--- config.mk ---
export PLATFORM = sky130hd
export DESIGN_NAME = csv_field_decoder
export DESIGN_NICKNAME = d
export VERILOG_FILES = /design/src/hw/rtl/csvfd_pkg.sv /design/src/hw/rtl/csvfd_step.sv /design/src/hw/rtl/csv_field_decoder.sv
export SDC_FILE = /design/constraint.sdc
export NUM_CORES = 1
export LEC_CHECK = 0
export BUFFER_PORTS_ARGS = -buffer_cell sky130_fd_sc_hd__buf_4
export CAP_MARGIN = 20
export CORE_ASPECT_RATIO = 0.6
export CORE_UTILIZATION = 35
export CTS_BUF_LIST = sky130_fd_sc_hd__clkbuf_8
export DETAILED_ROUTE_END_ITERATION = 8
export SETUP_SLACK_MARGIN = 0.4
export SYNTH_ARGS = -nofsm -noshare
export SYNTH_HDL_FRONTEND = slang
export SYNTH_SLANG_ARGS = --single-unit
export TNS_END_PERCENT = 100
--- constraint.sdc ---
create_clock -name clk -period 3.75 [get_ports clk]
set_clock_uncertainty 0.15 [all_clocks]
set_input_delay 0.75 -clock clk [delete_from_list [all_inputs] [get_ports clk]]
set_output_delay 0.75 -clock clk [all_outputs]
set_load 0.01 [all_outputs]
--- src/hw/rtl/csvfd_pkg.sv ---
// Shared types and constants for the CSV field decoder.
// Used by csvfd_step and csv_field_decoder; depends on nothing else.
`timescale 1ns / 1ps
`default_nettype none

package csvfd_pkg;

	// Characters that steer the parser.
	localparam logic [7:0] CH_QUOTE = 8'h22;
	localparam logic [7:0] CH_COMMA = 8'h2C;
	localparam logic [7:0] CH_CR    = 8'h0D;
	localparam logic [7:0] CH_LF    = 8'h0A;

	// Parse mode codes.
	localparam logic [2:0] MODE_START      = 3'd0;
	localparam logic [2:0] MODE_AFTER_CR   = 3'd1;
	localparam logic [2:0] MODE_UNQUOTED   = 3'd2;
	localparam logic [2:0] MODE_QUOTED     = 3'd3;
	localparam logic [2:0] MODE_QUOTE_SEEN = 3'd4;
	localparam logic [2:0] MODE_ERROR      = 3'd5;

	// Result kinds.
	localparam logic [1:0] KIND_DATA  = 2'd0;
	localparam logic [1:0] KIND_END   = 2'd1;
	localparam logic [1:0] KIND_ERROR = 2'd2;

	// Field delimiters.
	localparam logic [1:0] DELIM_COMMA = 2'd0;
	localparam logic [1:0] DELIM_CR    = 2'd1;
	localparam logic [1:0] DELIM_LF    = 2'd2;
	localparam logic [1:0] DELIM_EOT   = 2'd3;

	// One possible result of a single byte step.
	typedef struct packed {
		logic       present;
		logic [1:0] kind;
		logic [7:0] data;
		logic [1:0] delim;
	} csvfd_res_t;

endpackage

`default_nettype wire

--- src/hw/rtl/csvfd_step.sv ---
// Combinational per-byte step of the CSV parse mode machine.
// Depends on csvfd_pkg for mode, kind and delimiter codes.
`timescale 1ns / 1ps
`default_nettype none

module csvfd_step (
	input  wire logic [2:0]             mode,
	input  wire logic [7:0]             text_byte,
	input  wire logic                   end_of_text,
	output logic [2:0]                  next_mode,
	output csvfd_pkg::csvfd_res_t       res
);
	import csvfd_pkg::*;

	logic is_delim;
	logic [1:0] delim_code;
	logic [2:0] delim_mode;
	logic field_start;

	// Classify the byte as a field delimiter and pick the mode that follows it.
	always_comb begin
		is_delim = 1'b1;
		delim_code = DELIM_COMMA;
		delim_mode = MODE_START;
		case (text_byte)
			CH_COMMA: begin
				delim_code = DELIM_COMMA;
			end
			CH_CR: begin
				delim_code = DELIM_CR;
				delim_mode = MODE_AFTER_CR;
			end
			CH_LF: begin
				delim_code = DELIM_LF;
			end
			default: begin
				is_delim = 1'b0;
			end
		endcase
	end

	// After a CR delimiter, any byte but LF is handled as at field start.
	assign field_start = (mode == MODE_START) ||
		((mode == MODE_AFTER_CR) && (text_byte != CH_LF));

	// Mode transition and result selection.
	always_comb begin
		next_mode = mode;
		res = '0;
		if (end_of_text) begin
			next_mode = MODE_START;
			if (mode == MODE_QUOTED) begin
				res.present = 1'b1;
				res.kind = KIND_ERROR;
			end else if (mode != MODE_ERROR) begin
				res.present = 1'b1;
				res.kind = KIND_END;
				res.delim = DELIM_EOT;
			end
		end else if (field_start) begin
			if (text_byte == CH_QUOTE) begin
				next_mode = MODE_QUOTED;
			end else if (is_delim) begin
				next_mode = delim_mode;
				res.present = 1'b1;
				res.kind = KIND_END;
				res.delim = delim_code;
			end else begin
				next_mode = MODE_UNQUOTED;
				res.present = 1'b1;
				res.kind = KIND_DATA;
				res.data = text_byte;
			end
		end else begin
			case (mode)
				MODE_AFTER_CR: begin
					// Only reached on LF, which is swallowed.
					next_mode = MODE_START;
				end
				MODE_UNQUOTED: begin
					res.present = 1'b1;
					if (is_delim) begin
						next_mode = delim_mode;
						res.kind = KIND_END;
						res.delim = delim_code;
					end else begin
						res.kind = KIND_DATA;
						res.data = text_byte;
					end
				end
				MODE_QUOTED: begin
					if (text_byte == CH_QUOTE) begin
						next_mode = MODE_QUOTE_SEEN;
					end else begin
						res.present = 1'b1;
						res.kind = KIND_DATA;
						res.data = text_byte;
					end
				end
				MODE_QUOTE_SEEN: begin
					res.present = 1'b1;
					if (text_byte == CH_QUOTE) begin
						next_mode = MODE_QUOTED;
						res.kind = KIND_DATA;
						res.data = CH_QUOTE;
					end else if (is_delim) begin
						next_mode = delim_mode;
						res.kind = KIND_END;
						res.delim = delim_code;
					end else begin
						next_mode = MODE_ERROR;
						res.kind = KIND_ERROR;
					end
				end
				MODE_ERROR: begin
					next_mode = MODE_ERROR;
				end
				default: begin
					next_mode = MODE_START;
				end
			endcase
		end
	end

endmodule

`default_nettype wire

--- src/hw/rtl/csv_field_decoder.sv ---
// Channel   Direction  Handshake           Beat contents
// in        input      in_valid/in_ready   text_byte, end_of_text
// out       output     out_valid/out_ready kind, data_byte, delimiter
//
// Each input beat is held in an input register, passes the mode machine and
// lands in a result register. One beat per cycle is sustained while the
// output is not stalled; the single mode register sets that rate.
// Reset clears both stages and returns the parser to field start.
// A stalled result holds only beats that produce a result; a beat that
// yields nothing passes the input register even while the output waits.
// Top level of the CSV field decoder; depends on csvfd_pkg and csvfd_step.
`timescale 1ns / 1ps
`default_nettype none

module csv_field_decoder (
	input  wire logic       clk,
	input  wire logic       arst_n,
	input  wire logic       in_valid,
	output logic            in_ready,
	input  wire logic [7:0] text_byte,
	input  wire logic       end_of_text,
	output logic            out_valid,
	input  wire logic       out_ready,
	output logic [1:0]      kind,
	output logic [7:0]      data_byte,
	output logic [1:0]      delimiter
);
	import csvfd_pkg::*;

	logic       valid_s1;
	logic [7:0] byte_s1;
	logic       eot_s1;
	logic [2:0] mode_q;
	logic [2:0] next_mode;
	csvfd_res_t res;
	logic       valid_s2;
	logic [1:0] kind_s2;
	logic [7:0] data_s2;
	logic [1:0] delim_s2;
	logic       advance;

	// The held beat moves on when it has no result or the result slot frees.
	assign advance  = valid_s1 && (!res.present || !valid_s2 || out_ready);
	assign in_ready = !valid_s1 || advance;

	// Input register.
	always_ff @(posedge clk or negedge arst_n) begin
		if (!arst_n) begin
			valid_s1 <= 1'b0;
		end else if (in_valid && in_ready) begin
			valid_s1 <= 1'b1;
		end else if (advance) begin
			valid_s1 <= 1'b0;
		end
	end

	always_ff @(posedge clk) begin
		if (in_valid && in_ready) begin
			byte_s1 <= text_byte;
			eot_s1 <= end_of_text;
		end
	end

	csvfd_step u_step (
		.mode       (mode_q),
		.text_byte  (byte_s1),
		.end_of_text(eot_s1),
		.next_mode  (next_mode),
		.res        (res)
	);

	// Parse mode register.
	always_ff @(posedge clk or negedge arst_n) begin
		if (!arst_n) begin
			mode_q <= MODE_START;
		end else if (advance) begin
			mode_q <= next_mode;
		end
	end

	// Result register.
	always_ff @(posedge clk or negedge arst_n) begin
		if (!arst_n) begin
			valid_s2 <= 1'b0;
		end else if (advance && res.present) begin
			valid_s2 <= 1'b1;
		end else if (out_ready) begin
			valid_s2 <= 1'b0;
		end
	end

	always_ff @(posedge clk) begin
		if (advance && res.present) begin
			kind_s2 <= res.kind;
			data_s2 <= res.data;
			delim_s2 <= res.delim;
		end
	end

	assign out_valid = valid_s2;
	assign kind      = kind_s2;
	assign data_byte = data_s2;
	assign delimiter = delim_s2;

	// Checks on the mode machine and the result encoding.
	a_mode_legal: assert property (@(posedge clk) disable iff (!arst_n)
		mode_q <= MODE_ERROR)
		else $error("parse mode left the defined codes");

	a_eot_restart: assert property (@(posedge clk) disable iff (!arst_n)
		(advance && eot_s1) |=> (mode_q == MODE_START))
		else $error("end of text did not return to field start");

	a_kind_range: assert property (@(posedge clk) disable iff (!arst_n)
		valid_s2 |-> (kind_s2 == KIND_DATA || kind_s2 == KIND_END ||
			kind_s2 == KIND_ERROR))
		else $error("result kind out of range");

	a_data_zero: assert property (@(posedge clk) disable iff (!arst_n)
		(valid_s2 && kind_s2 != KIND_DATA) |-> (data_s2 == 8'd0))
		else $error("data byte not zero on non-data result");

	a_delim_zero: assert property (@(posedge clk) disable iff (!arst_n)
		(valid_s2 && kind_s2 != KIND_END) |-> (delim_s2 == DELIM_COMMA))
		else $error("delimiter not zero on non-end result");

endmodule

`default_nettype wire

==> metrics.md <==
| Metric | Value |
|---|---|
| CTS root buf | `clkbuf_8` |
| Register area share after synthesis | `0.518` |
| Clock Tree Buf Depth | `2` |
| Pwr Total | `a little under 1 mW` |
| Yosys top cell by area | `edfxtp_1` |
| Setup Crit Path Kind | `flop to output pin` |
| FF-to-FF End | `byte_s1[7]` |
| TNS Setup | `0 ps` |
| Post-synth EDFFs | `21` |
| Synthesis warning total | `0` |
| Crit end category | `output pin` |
| Top cells by area, synth | `edfxtp_1 43%, dfrtp_1 8.6%, o21ai_0 3.1%` |
| Leak pwr | `roughly 0.62 nW` |
| Hold-fix buffers, CTS | `0` |
| Average size of a mapped cell | `~11 sq um` |
| Count leader, synth | `edfxtp_1` |
| Worst-path clk slew | `90 ps` |
| Boundary Pins | `27` |
| Worst min path class | `primary input to asynchronous set/reset pin` |
| Met3 Wirelength | `359 um` |
| Nets@finish | `around 170` |
| Per-cell routed wire length | `16.5 um` |
| Clock latency on the worst-skew pair | `around 270 ps` |
| Critical Path Start | `mode_q[0]` |
| Initial DRC Count | `112` |
| Initial antenna violation count | `0` |
| Pwr dens | `571 nW/um^2` |
| Core Area | `3830 sq um` |
| R2r startpoint | `mode_q[0]` |
| Cell Area, Synth | `1460 sq um` |
| CP Cell Sequence | `clkinv_1 > o41ai_1 > o311ai_1 > nand3_1 > buf_4` |
| Die boundary height | `52.0 um` |
| Crit path max fanout | `14` |
| Final setup viols | `0` |
| Crit path max-delay family | `flip-flops` |
| Unique cell type count in the Yosys netlist | `47` |
| DP Cell Count | `198` |
| Clock sinks | `26` |
| Via Count | `1183` |
| Worst Tran Pin Value | `508 ps` |
| Setup ws final | `693 ps` |
| Fin crit share | `0.815` |
| CTS tree | `built` |
| Full die area | `4440 sq um` |
| Crit path required time | `2850 ps` |
| RePlAce Congestion | `0.877` |
| WL final | `about 3300 um` |
| Total setup buffers inserted after CTS | `0` |
| Antenna Nets Post-Route | `0` |
| Critical Path End | `in_ready` |
| FP Rows | `17` |
| Max Cap Viol | `0` |
| Port buffer count | `26` |
| DRC Markers | `0` |
| Syn Nets | `144` |
| Buffers plus inverters on the worst setup path | `2` |
| Final instance area | `1730 sq um` |
| RSZ-0062 raised after global routing | `false` |
| Status | `finished, final reports clean` |
| Slowest stage delay, CP | `between 600 and 700 ps` |
| Cells after Synth | `131` |
| Final hold violations | `0` |
| CP arrival | `about 2200 ps` |
| WL met1 | `1530 um` |
| Clock buffer count from CTS | `3` |
| Slew Viols, Final | `0` |
| Tot GR Track Use | `0.166` |
| Grt ovf | `0` |
| # diodes | `0` |
| Yosys top cell area share | `0.432` |
| Place WS | `1040 ps` |
| Max frequency | `0.327 GHz` |
| Highest routed layer | `met4` |
| Global-route wire length before repair | `5410 um` |
| Initial Util | `0.381` |
| R2R cell count | `5` |
| DP Area | `approximately 1700 sq um` |
| DP HPWL | `2470 um` |
| WP depth | `5` |
| Ys async rst share | `0.192` |
| Post-synth top cells | `21 x edfxtp_1, 11 x nand2_1, 9 x o21ai_0` |
| Vias in the first global route | `997` |
| CTS resizes | `0` |
| Largest net degree at the start of global routing | `17` |
| Finished Core Util | `0.453` |
| Ys flop type | `edfxtp_1` |
| Pre-antenna DRT Iters | `4` |
| Share of cells above drive strength 1 | `0.252` |
| Flop2flop setup slack | `1130 ps` |
| Headroom to the max-slew limit | `0.660` |
| Worst IR drop on VDD | `0.000184 V` |
| WL met2 | `1380 um` |
| H-tree depth | `1` |
| Slowest-stage cell, CP | `dfrtp_1` |
| Filler instances | `363` |
| Final min period | `3060 ps` |
| CP startpoint kind | `flop` |
| Die span in x | `85.4 um` |
| Via density | `5.86` |
| Worst Hold Slack | `109 ps` |
| Final Non-Filler Cells | `a little over 200` |
| Synth-to-Final Area Change | `18.7%` |
| FF+latch count, synth | `26` |
worst reg2reg max path: stages, from the launching register on:
cell	delay (ps)
dfrtp_1	630
clkinv_1	350
o41ai_1	420
o311ai_1	200
nand3_1	160
and2_1	380
sequential cells by signal, indices dropped and copies added, names as in the netlist:
register   flops
delimiter      2
valid_s1       1
out_valid      1
mode_q         3
byte_s1        8
data_byte      8
kind           2
eot_s1         1
power breakdown:
part	internal (mW)	switching, mW
sequential	0.389	0.0781
combinational	0.163	0.197
clock	0.0735	0.0877
total	0.626	0.363
layout make-up:
type | count | area [sq um] | share of cell area
tap | 47 | 58.8 | 0.0339
multi-input combinational | 95 | 659 | 0.381
clock buffer | 3 | 41.3 | 0.0238
clock inverter | 1 | 3.75 | 0.00217
sequential | 26 | 756 | 0.436
timing repair buffer | 27 | 203 | 0.117
inverter | 3 | 11.3 | 0.00650
metal layers:
metal | global-route usage | vias to the layer above
li1 | - | 563
met1 | 0.240 | 538
met2 | 0.237 | 73
met3 | 0.0508 | 9
met4 | 0.0500 | 0
met5 | 0 | -
cell usage in the layout (no fill, tap or decap), types with 2 or more instances in the layout:
cell type  synthesis  final
o31ai_1            3      3
nor2_1             7      7
inv_1              2      2
a211oi_1           4      4
nor3_1             3      3
a211o_1            2      2
and2_1             7      7
nand2b_1           4      4
nand2_1           11     11
o211ai_1           3      3
edfxtp_1          21     21
nor2b_1            2      2
o41ai_1            4      4
dfrtp_1            5      5
clkbuf_8           0      3
a21oi_1            7      7
nor4b_2            2      2
clkinv_1           1      2
o21ai_0            9      9
buf_4              0     27
worst min-delay path by stage:
stage / to / depth (start not counted)
after floorplan: mode_q[0] / 0
after global placement: out_valid / 1
after detailed placement: valid_s1 / 1
after CTS: mode_q[1] / 1
after global routing: mode_q[1] / 1
final: mode_q[1] / 1
kinds of logic after synthesis:
group,Yosys count,synth area share
muxes,2,0.0171
and+or+nand+nor,51,0.221
buffers and inverters,10,0.0308
DFF,26,0.518
AOI/OAI and AO/OA,42,0.213
No activity file was read; power rests on OpenSTA's default activity.
